### config.mk
export PLATFORM = sky130hd
export DESIGN_NAME = stack_with_occurrence_search_unit_flat
export DESIGN_NICKNAME = d
export VERILOG_FILES = /design/src/rtl/swos_pkg.sv /design/src/rtl/swos_if.sv /design/src/rtl/swos_mem.sv /design/src/rtl/swos_seq.sv /design/src/rtl/stack_with_occurrence_search_unit.sv /design/src/flat_wrapper.sv
export SDC_FILE = /design/constraint.sdc
export NUM_CORES = 2
export LEC_CHECK = 0
export BUFFER_PORTS_ARGS = -buffer_cell sky130_fd_sc_hd__buf_2
export CORE_MARGIN = 5
export CORE_UTILIZATION = 56
export CTS_CLUSTER_SIZE = 8
export DETAILED_ROUTE_END_ITERATION = 16
export PLACE_DENSITY = 0.72
export RECOVER_POWER = 100
export SETUP_SLACK_MARGIN = 0.1
export SYNTH_ARGS = -nofsm -noshare
export SYNTH_HDL_FRONTEND = slang
export SYNTH_SLANG_ARGS = --single-unit
### constraint.sdc
create_clock -name clk -period 8.21 [get_ports clk]
set_input_delay 0.821 -clock clk [delete_from_list [all_inputs] [get_ports clk]]
set_output_delay 0.821 -clock clk [all_outputs]
set_load 0.005 [all_outputs]
### src/rtl/swos_pkg.sv
// ============================================================================
// swos_pkg
// Shared widths, operation codes and status codes of the stack with
// occurrence search.
// ============================================================================
package swos_pkg;

    localparam int STACK_DEPTH_DEF = 64;
    localparam int OP_W            = 2;
    localparam int VALUE_W         = 32;
    localparam int STATUS_W        = 2;
    localparam int CNT_W           = 7;

    typedef enum logic [OP_W-1:0] {
        OP_PUSH   = 2'd0,
        OP_POP    = 2'd1,
        OP_SEARCH = 2'd2
    } op_t;

    typedef enum logic [STATUS_W-1:0] {
        ST_OK    = 2'd0,
        ST_EMPTY = 2'd1,
        ST_FULL  = 2'd2
    } status_t;

endpackage

### src/rtl/swos_if.sv
// ============================================================================
// swos_if
// Valid/ready channels of the stack: one command channel and one response
// channel, each with a source and a sink side.
// ============================================================================
interface swos_cmd_if import swos_pkg::*; ();
    logic                      valid;
    logic                      ready;
    logic [OP_W-1:0]           operation;
    logic signed [VALUE_W-1:0] value;

    modport source (output valid, output operation, output value, input ready);
    modport sink   (input valid, input operation, input value, output ready);
endinterface

interface swos_rsp_if import swos_pkg::*; ();
    logic                valid;
    logic                ready;
    logic [STATUS_W-1:0] status;
    logic                found;
    logic [CNT_W-1:0]    match_count;
    logic [CNT_W-1:0]    occupancy;

    modport source (output valid, output status, output found, output match_count,
                    output occupancy, input ready);
    modport sink   (input valid, input status, input found, input match_count,
                    input occupancy, output ready);
endinterface

### src/rtl/swos_mem.sv
// ============================================================================
// swos_mem
// Entry store: one write port, one read port, read data registered.
// ============================================================================
module swos_mem
    import swos_pkg::*;
#(
    parameter int STACK_DEPTH = STACK_DEPTH_DEF,
    localparam int ADDR_W     = $clog2(STACK_DEPTH)
)
(
    input  logic                      clk,
    input  logic                      wr_en,
    input  logic [ADDR_W-1:0]         wr_addr,
    input  logic signed [VALUE_W-1:0] wr_data,
    input  logic                      rd_en,
    input  logic [ADDR_W-1:0]         rd_addr,
    output logic signed [VALUE_W-1:0] rd_data
);

    logic signed [VALUE_W-1:0] mem [STACK_DEPTH];
    logic signed [VALUE_W-1:0] rd_data_reg;

    always_ff @(posedge clk)
    begin
        if (wr_en)
        begin
            mem[wr_addr] <= wr_data;
        end
        if (rd_en)
        begin
            rd_data_reg <= mem[rd_addr];
        end
    end

    assign rd_data = rd_data_reg;

endmodule

### src/rtl/swos_seq.sv
// ============================================================================
// swos_seq
// Sequencer: fill level, push/pop handling, search scan over the entry store
// and the response register.
// ============================================================================
module swos_seq
    import swos_pkg::*;
#(
    parameter int STACK_DEPTH = STACK_DEPTH_DEF,
    localparam int ADDR_W     = $clog2(STACK_DEPTH),
    localparam int LVL_W      = $clog2(STACK_DEPTH + 1)
)
(
    input  logic                      clk,
    input  logic                      rst_n,
    swos_cmd_if.sink                  cmd,
    swos_rsp_if.source                rsp,
    output logic                      wr_en,
    output logic [ADDR_W-1:0]         wr_addr,
    output logic signed [VALUE_W-1:0] wr_data,
    output logic                      rd_en,
    output logic [ADDR_W-1:0]         rd_addr,
    input  logic signed [VALUE_W-1:0] rd_data
);

    localparam logic [LVL_W-1:0] FULL_LVL = LVL_W'(STACK_DEPTH);

    typedef enum logic [1:0] {
        S_IDLE = 2'b01,
        S_SCAN = 2'b10
    } state_t;

    state_t                    state_reg,      state_next;
    logic [LVL_W-1:0]          fill_reg,       fill_next;
    logic [LVL_W-1:0]          issue_reg,      issue_next;
    logic                      pend_reg,       pend_next;
    logic [LVL_W-1:0]          count_reg,      count_next;
    logic signed [VALUE_W-1:0] key_reg,        key_next;
    logic                      res_valid_reg,  res_valid_next;
    logic [STATUS_W-1:0]       res_status_reg, res_status_next;
    logic                      res_found_reg,  res_found_next;
    logic [CNT_W-1:0]          res_count_reg,  res_count_next;
    logic [CNT_W-1:0]          res_occ_reg,    res_occ_next;
    logic                      take;
    logic                      match;

    always_comb
    begin
        state_next      = state_reg;
        fill_next       = fill_reg;
        issue_next      = issue_reg;
        pend_next       = pend_reg;
        count_next      = count_reg;
        key_next        = key_reg;
        res_valid_next  = res_valid_reg;
        res_status_next = res_status_reg;
        res_found_next  = res_found_reg;
        res_count_next  = res_count_reg;
        res_occ_next    = res_occ_reg;
        wr_en           = 1'b0;
        wr_addr         = fill_reg[ADDR_W-1:0];
        wr_data         = cmd.value;
        rd_en           = 1'b0;
        rd_addr         = issue_reg[ADDR_W-1:0];
        cmd.ready       = 1'b0;
        take            = 1'b0;
        match           = pend_reg && (rd_data == key_reg);

        // drop the response once the sink has taken it
        if (rsp.valid && rsp.ready)
        begin
            res_valid_next = 1'b0;
        end

        case (state_reg)
            S_IDLE:
            begin
                cmd.ready = !res_valid_reg || rsp.ready;
                take      = cmd.valid && cmd.ready;
                if (take)
                begin
                    res_valid_next  = 1'b1;
                    res_status_next = ST_OK;
                    res_found_next  = 1'b0;
                    res_count_next  = '0;
                    case (cmd.operation)
                        OP_PUSH:
                        begin
                            if (fill_reg == FULL_LVL)
                            begin
                                res_status_next = ST_FULL;
                            end
                            else
                            begin
                                wr_en     = 1'b1;
                                fill_next = fill_reg + LVL_W'(1);
                            end
                        end
                        OP_POP:
                        begin
                            if (fill_reg == '0)
                            begin
                                res_status_next = ST_EMPTY;
                            end
                            else
                            begin
                                fill_next = fill_reg - LVL_W'(1);
                            end
                        end
                        OP_SEARCH:
                        begin
                            if (fill_reg == '0)
                            begin
                                res_status_next = ST_EMPTY;
                            end
                            else
                            begin
                                // hold the response until the scan ends
                                res_valid_next = 1'b0;
                                key_next       = cmd.value;
                                issue_next     = '0;
                                pend_next      = 1'b0;
                                count_next     = '0;
                                state_next     = S_SCAN;
                            end
                        end
                        default:
                        begin
                            res_status_next = ST_OK;
                        end
                    endcase
                    res_occ_next = CNT_W'(fill_next);
                end
            end
            S_SCAN:
            begin
                // issue one read a cycle, compare the word that comes back
                rd_en     = (issue_reg != fill_reg);
                pend_next = rd_en;
                if (rd_en)
                begin
                    issue_next = issue_reg + LVL_W'(1);
                end
                if (match)
                begin
                    count_next = count_reg + LVL_W'(1);
                end
                if (!rd_en && pend_reg)
                begin
                    res_valid_next  = 1'b1;
                    res_status_next = ST_OK;
                    res_found_next  = (count_next != '0);
                    res_count_next  = CNT_W'(count_next);
                    res_occ_next    = CNT_W'(fill_reg);
                    state_next      = S_IDLE;
                end
            end
            default:
            begin
                state_next = S_IDLE;
            end
        endcase
    end

    always_ff @(posedge clk or negedge rst_n)
    begin
        if (!rst_n)
        begin
            state_reg     <= S_IDLE;
            fill_reg      <= '0;
            issue_reg     <= '0;
            pend_reg      <= 1'b0;
            res_valid_reg <= 1'b0;
        end
        else
        begin
            state_reg     <= state_next;
            fill_reg      <= fill_next;
            issue_reg     <= issue_next;
            pend_reg      <= pend_next;
            res_valid_reg <= res_valid_next;
        end
    end

    always_ff @(posedge clk)
    begin
        count_reg      <= count_next;
        key_reg        <= key_next;
        res_status_reg <= res_status_next;
        res_found_reg  <= res_found_next;
        res_count_reg  <= res_count_next;
        res_occ_reg    <= res_occ_next;
    end

    assign rsp.valid       = res_valid_reg;
    assign rsp.status      = res_status_reg;
    assign rsp.found       = res_found_reg;
    assign rsp.match_count = res_count_reg;
    assign rsp.occupancy   = res_occ_reg;

endmodule

### src/rtl/stack_with_occurrence_search_unit.sv
// ============================================================================
// stack_with_occurrence_search_unit
// Bounded LIFO stack of signed 32-bit words with push, pop and an occurrence
// search that counts stored entries equal to a key.
// ============================================================================
// Each command transaction carries one operation and produces exactly one
// response transaction with status, found flag, match count and the occupancy
// after the operation. Push and pop complete in the accepting cycle, and their
// response is registered: valid in the cycle after the command is accepted. A
// search accepts the command, then sweeps the single read port of the entry
// store from the bottom entry up, one word a cycle, while the read data of the
// previous cycle is compared, and last compares the top word; its response is
// then registered. Push on a full stack is dropped with status full; pop or
// search on an empty stack report status empty; operation code 3 is ignored
// with status ok. A finished response sits in an output register, and the next
// command is taken in the same cycle that the response transaction completes.
// Writes (push) and reads (search) never overlap, so no forwarding is needed.
// Counts and occupancy are reported modulo 128 when STACK_DEPTH is above 127.
// ============================================================================
module stack_with_occurrence_search_unit
    import swos_pkg::*;
#(
    parameter int STACK_DEPTH = STACK_DEPTH_DEF
)
(
    input  logic       clk,
    input  logic       rst_n,
    swos_cmd_if.sink   cmd,
    swos_rsp_if.source rsp
);

    localparam int ADDR_W = $clog2(STACK_DEPTH);

    // store port signals between sequencer and entry store
    logic                      wr_en;
    logic [ADDR_W-1:0]         wr_addr;
    logic signed [VALUE_W-1:0] wr_data;
    logic                      rd_en;
    logic [ADDR_W-1:0]         rd_addr;
    logic signed [VALUE_W-1:0] rd_data;

    // sequencer: fill level, scan and the response register
    swos_seq #(
        .STACK_DEPTH (STACK_DEPTH)
    ) u_seq (
        .clk     (clk),
        .rst_n   (rst_n),
        .cmd     (cmd),
        .rsp     (rsp),
        .wr_en   (wr_en),
        .wr_addr (wr_addr),
        .wr_data (wr_data),
        .rd_en   (rd_en),
        .rd_addr (rd_addr),
        .rd_data (rd_data)
    );

    // entry store, one word per stack slot
    swos_mem #(
        .STACK_DEPTH (STACK_DEPTH)
    ) u_mem (
        .clk     (clk),
        .wr_en   (wr_en),
        .wr_addr (wr_addr),
        .wr_data (wr_data),
        .rd_en   (rd_en),
        .rd_addr (rd_addr),
        .rd_data (rd_data)
    );

endmodule

### src/flat_wrapper.sv
// flat-port wrapper written by rule: the top's interface ports become plain ports
module stack_with_occurrence_search_unit_flat import swos_pkg::*;
#(
    parameter int STACK_DEPTH = STACK_DEPTH_DEF
)
  (clk, rst_n, cmd_valid, cmd_operation, cmd_value, cmd_ready, rsp_valid, rsp_status, rsp_found, rsp_match_count, rsp_occupancy, rsp_ready);
  swos_cmd_if cmd_i ();
  swos_rsp_if rsp_i ();
  input  logic clk;
  input  logic rst_n;
  input wire logic [$bits(cmd_i.valid)-1:0] cmd_valid;
  input wire logic [$bits(cmd_i.operation)-1:0] cmd_operation;
  input wire logic [$bits(cmd_i.value)-1:0] cmd_value;
  output wire logic [$bits(cmd_i.ready)-1:0] cmd_ready;
  output wire logic [$bits(rsp_i.valid)-1:0] rsp_valid;
  output wire logic [$bits(rsp_i.status)-1:0] rsp_status;
  output wire logic [$bits(rsp_i.found)-1:0] rsp_found;
  output wire logic [$bits(rsp_i.match_count)-1:0] rsp_match_count;
  output wire logic [$bits(rsp_i.occupancy)-1:0] rsp_occupancy;
  input wire logic [$bits(rsp_i.ready)-1:0] rsp_ready;
  assign cmd_i.valid = cmd_valid;
  assign cmd_i.operation = cmd_operation;
  assign cmd_i.value = cmd_value;
  assign cmd_ready = cmd_i.ready;
  assign rsp_valid = rsp_i.valid;
  assign rsp_status = rsp_i.status;
  assign rsp_found = rsp_i.found;
  assign rsp_match_count = rsp_i.match_count;
  assign rsp_occupancy = rsp_i.occupancy;
  assign rsp_i.ready = rsp_ready;
  stack_with_occurrence_search_unit #(.STACK_DEPTH(STACK_DEPTH)) u_core (.clk(clk), .rst_n(rst_n), .cmd(cmd_i), .rsp(rsp_i));
endmodule
Yosys cells after proc, flatten, opt, wreduce, memory -nomap -nowiden

Memory sizes are Yosys's and may differ from the RTL's. A register that Yosys moved wholly into a read port is not among the register bits.
Cells that the tools add are included.
Widths: inputs -> output; s select.

Input port bits: 38
Memory bits (read-only): 0
Register bits after elaboration: 74
Latch bits: 0
Memories: 1
Bits in writable memories: 2048

Div/mod/pow operators: 0
Order comparisons: 0
Add/subtract/negate cells: 4
Bitwise logic cells: 1
Shifts and indexed selects: 0
Reduce and logical (&&, ||, !) cells: 18
$mul: 0
Multiplexer cells: 49
Equality and inequality tests: 12

Memories:

| name             | depth | bits a word | rd ports | clocked after Yosys merged registers in | wr ports | RTL line       | text |
|---|---|---|---|---|---|---|---|
| u_core.u_mem.mem | 64    | 32          | 1        | 1                                       | 1        | swos_mem.sv:21 | `logic signed [VALUE_W-1:0] mem [STACK_DEPTH];` |

Operators with widths:

| cell                | count |
|---|---|
| $mux 7              | 12 |
| $pmux 7 s2          | 5 |
| $eq 32x32->1        | 1 |
| $add 7x1->7 const B | 3 |
| $mux 1              | 19 |
| $mux 2              | 7 |
| $pmux 2 s2          | 3 |
| $reduce_and 4->1    | 3 |
| $ne 2x2->1 const B  | 4 |
| $eq 7x7->1 const B  | 1 |
| $logic_not 7->1     | 1 |
| $ne 7x7->1          | 1 |
| $reduce_bool 7->1   | 1 |
| $sub 7x1->7 const B | 1 |
| $pmux 1 s2          | 3 |
| $reduce_and 5->1    | 1 |
| $eq 2x1->1 const B  | 2 |
| $eq 2x2->1 const B  | 2 |
| $logic_and 1x1->1   | 4 |
| $reduce_and 3->1    | 1 |
| $logic_not 1->1     | 2 |
| $logic_not 2->1     | 1 |
| $ne 2x1->1 const B  | 1 |
| $reduce_and 2->1    | 1 |
| 4 further kinds     | 4 |

Longest topological paths before layout

Word-level depth: 7
Gate-level depth with buffers: 10

By module

From an unflattened synthesis, not the netlist that was laid out.

Cell total of the unflattened synthesis: 3702
Area, all modules: 83049.7 um2

By module, submodules not included:

| module   | area each (um2) | seq. area each (um2) | cells an instance | times used |
|---|---|---|---|---|
| swos_mem | 78833.1         | 62459.9              | 3324              | 1 |
| swos_seq | 4216.5          | 2133.3               | 378               | 1 |

Least setup slack after synthesis

No wires, ideal clock.

Path type: register to register
From: reg u_core.u_seq.fill_reg[0]
To: mem u_core.u_mem.mem[40][0], enable pin
Arrival time: 3397 ps
Slack: 4392 ps
Cell stages (with the launch flop): 10
Path buffers: 1
Cell sequence: dfrtp_1 > clkbuf_1 > inv_1 > ha_1 > nor2b_1 > nand3_1 > nand2_1 > nor2_1 > nand4b_1 > nor2_1

Cells in the longest elaborated chain, start to end: 7

RTL lines:

| item                         | RTL line        | text |
|---|---|---|
| from (decl)                  | swos_seq.sv:34  | `logic [LVL_W-1:0] fill_reg, fill_next;` |
| from (signal assigned)       | swos_seq.sv:178 | `fill_reg <= fill_next;` |
| $eq 7x7->1                   | swos_seq.sv:89  | `if (fill_reg == FULL_LVL)` |
| $mux 1                       | swos_seq.sv:89  |  |
| $mux 1                       | swos_seq.sv:86  | `case (cmd.operation)` |
| $mux 1                       | swos_seq.sv:80  | `if (take)` |
| $mux 1                       | swos_seq.sv:75  | `case (state_reg)` |
| $mux 1                       | swos_mem.sv:26  | `if (wr_en)` |
| $mux 1 (not written as such) | swos_mem.sv:28  | `mem[wr_addr] <= wr_data;` |
| to (decl)                    | swos_mem.sv:21  |  |

Several ways; a longest one is shown, not always the timed one.

Final worst setup path

From: reg u_core.u_seq.issue_reg[0]
To: reg u_core.u_mem.rd_data_reg[10] (netlist: u_core.u_mem.rd_data[10]) (read register of u_core.u_mem.mem), data pin

Cells in the longest elaborated chain, start to end: 2

RTL lines:

| item                   | RTL line        | text |
|---|---|---|
| from (decl)            | swos_seq.sv:35  | `logic [LVL_W-1:0] issue_reg, issue_next;` |
| from (signal assigned) | swos_seq.sv:179 | `issue_reg <= issue_next;` |
| $ne 7x7->1             | swos_seq.sv:138 | `rd_en = (issue_reg != fill_reg);` |
| $mux 1                 | swos_seq.sv:75  |  |
| to (decl)              | swos_mem.sv:22  | `logic signed [VALUE_W-1:0] rd_data_reg;` |

Several ways; a longest one is shown, not always the timed one.
A chain may end at the register's enable or synchronous reset.

==> reports/qor.yml <==
largest_reg_flops: 2048
synthFlopType: "edfxtp_1"
cp.arrival_ns: 6.42
cp-endpoint: "u_core.u_mem.rd_data[10]$_DFFE_PP_"
multi_input_area_um2: 16700
drtIter0Drc: 5806
crit_fanout: 79
synth_nets: 3648
drive_gt1_share_pct: 24.9
status: "finished with violations"
yosysSeqAreaShare_pct: 78.8
row_count: 140
core-area_um2: 146000
synth_cell_types: 54
cpLargestDelayFamily: "flip-flops"
dr_total_vias: 40067
cts_sinks: 2154
dieArea_um2: 154000
worst_ep_required_time_ns: 8.82
nFillCells: 9162
cts_buffer_depth: 4
p_total_uw: 23500
grt_pass1_wl_mm: 288
path_depth: 6
clkLatencyLatePin_ns: 0.90
drc_errors: 0
fmax_mhz: 172
antenna_found_initial: 9
place.gp.congestion: 0.843
routed_wl_mm: 200
cts_tree: "built"
drv_slew: 4263
violations: "capacitance limit, slew limit"
r2r_slack_ns: 2.40
fin_worst_skew_ns: 0.0412
yosysTopAreaCellShare_pct: 78.2
synth_area_leader_cell: "edfxtp_1"
syn2layout_area_growth_pct: 13.3
yosys_warnings: 0
cpPeakStageDelay_ns: 2.04
rsz0062_at_grt: "false"
start_kind: "register"
antenna_left: 0
die_y_um: 393
cts_buffers: 319
syn_inst: 3600
overflow: 0
initial_core_util_pct: 56.3
p_leak_uw: 0.0281
critPathKind: "register to register"
grt.total_usage_pct: 26.3
tightest_slew_ns: 3.80
crit_path_start: "u_core.u_seq.issue_reg[0]$_DFFE_PN0P_"
via_per_inst: 6.87
synth_common_cells: "edfxtp_1, mux4_2, nor2_1"
drv_cap: 107
tns_ns: 0
ys_ff_latch: 2154
hold_violations: 0
path_clk_slew_ns: 0.05
layout.area.seq_um2: 64600
cpMaxStageDelayCell: "dfrtp_1"
ir_worst_vdd_mv: 0.241
netlist_area_um2: 82000
grt_max_degree: 106
synth_area_leaders: "edfxtp_1, mux4_2, a22oi_1"
path_cells: "buf_12 -> clkbuf_1 -> mux4_2 -> mux4_2 -> a211oi_1 -> a21oi_1"
htree_levels: 5
setup_violations: 0
hp-class: "input pin to register"
layout_min_cycle_time_ns: 5.81
cellPowerDensity_nw_per_um2: 253
place_hpwl_mm: 102
layout_worst_path_cycle_share_pct: 70.8
grt_pass1_vias: 40115
ioPinCount: 57
r2r-start: "u_core.u_seq.issue_reg[0]$_DFFE_PN0P_"
reg2reg_depth: 6
ys_async_sr_fraction_pct: 0.836
r2r-end: "u_core.u_mem.rd_data[10]$_DFFE_PP_"
slew_headroom_pct: -153
layout.nets: 3929
wl_per_cell_um: 34.3
cp.buffers_inverters: 2
portBuffers: 56
cts_root_buf: "clkbuf_16"
cp-end-kind: "register"
syn-mean-instance-area_um2: 22.8
die_w_um: 393
path_common_cell: "mux4_2"
synth_edf_count: 2136
synth.most_common_cell: "edfxtp_1"
first_pass_iters: 6
-- tightest hold or removal path, stage by stage --
cell      delay, ns
buf_2          0.12
nand2b_1       0.07
o221ai_1       0.11
-- how the worst min path moves through the flow --
stage | slack (ns) | cells past startpoint | endpoint | startpoint
2_1_floorplan | 0.51 | 2 | u_core.u_seq.state_reg[0]$_DFFE_PN1P_ | u_core.u_seq.state_reg[0]$_DFFE_PN1P_
6_report | 0.28 | 3 | u_core.u_seq.rsp.valid$_DFF_PN0_ | cmd_valid
3_5_place_dp | 0.53 | 2 | u_core.u_seq.state_reg[0]$_DFFE_PN1P_ | u_core.u_seq.state_reg[0]$_DFFE_PN1P_
5_1_grt | 0.28 | 3 | u_core.u_seq.rsp.valid$_DFF_PN0_ | cmd_valid
4_1_cts | 0.22 | 3 | u_core.u_seq.rsp.valid$_DFF_PN0_ | cmd_valid
3_3_place_gp | 0.53 | 2 | u_core.u_seq.state_reg[0]$_DFFE_PN1P_ | u_core.u_seq.state_reg[0]$_DFFE_PN1P_
-- cell families (layout without fill, tap and decap cells) --
family / after synthesis / count (layout) / synth area share [%]
xor+xnor: 48 / 48 / 0.513
simple gates: 252 / 252 / 1.43
fa+ha+maj: 10 / 10 / 0.153
other cells: 0 / 4 / 0
compound gates: 387 / 387 / 3.49
buf+inv: 219 / 532 / 1.18
flops: 2154 / 2154 / 78.8
mux: 530 / 530 / 14.5
-- repair_timing --
action | 4_1_cts | 5_1_grt
buffers inserted | 0 | 0
endpoints found under the hold margin | 17 | 0
gates resized for setup | 0 | 0
hold buffers | 1 | 0
-- per-layer routing --
layer | share of wire, % | global-route usage [%] | wire, um
met1 | 38 | 38.8 | 76500
met2 | 47 | 39.4 | 93400
met3 | 11 | 5.99 | 22000
met4 | 4.1 | 10.0 | 8140
met5 | 0.0065 | 0 | 13
-- report_power, final --
group          internal, uW  switching, uW  total [uW]
combinational          11.3            205         216
clock                  6940           4220       11200
sequential            12100              0       12100
total                 19100           4420       23500
-- cell type report --
| class | instances | share of cell area (%) |
|---|---|---|
| timing repair buffer | 167 | 0.995 |
| clock inverter | 6 | 0.0565 |
| antenna | 4 | 0.0108 |
| tap | 1917 | 2.58 |
| sequential | 2154 | 69.5 |
| multi-input combinational | 1227 | 18.0 |
| clock buffer | 347 | 8.86 |
| inverter | 12 | 0.0485 |
-- cells in the final DEF (no fill, tap or decap), types with 5 or more instances in the layout --
| master | instances |
|---|---|
| a21oi_1 | 70 |
| a221oi_1 | 59 |
| mux2i_1 | 5 |
| a22oi_1 | 117 |
| nand4_1 | 6 |
| o221ai_1 | 30 |
| nor3_1 | 14 |
| clkbuf_16 | 326 |
| nand3_1 | 16 |
| and3_1 | 5 |
| buf_12 | 9 |
| buf_2 | 44 |
| nand2b_1 | 9 |
| nor2b_1 | 7 |
| a22o_1 | 58 |
| buf_4 | 24 |
| xnor2_1 | 18 |
| nand2_1 | 29 |
| nor2_1 | 98 |
| clkbuf_1 | 109 |
| o21ai_0 | 22 |
| dfrtp_1 | 16 |
| xor2_1 | 30 |
| ha_1 | 10 |
| or3_1 | 12 |
| o211ai_1 | 5 |
| nor4_1 | 8 |
| inv_1 | 12 |
| mux4_2 | 524 |
| nor2_4 | 30 |
| edfxtp_1 | 2136 |
| a31oi_1 | 7 |
-- through the flow --
step                area (um2)  util [%]  worst slack (ns)  instances  hold WS, ns
finish                   93000      63.9              2.40       5834        0.279
global route             92900      63.8              1.76       5830        0.283
CTS                      93500      64.2              3.74       5830        0.222
detailed placement       85200      58.5              3.51       5476        0.532
global placement         85200      58.5              3.63       5476        0.530
floorplan                82000         -              4.39       3600        0.507
(Power assumes the default switching activity.)
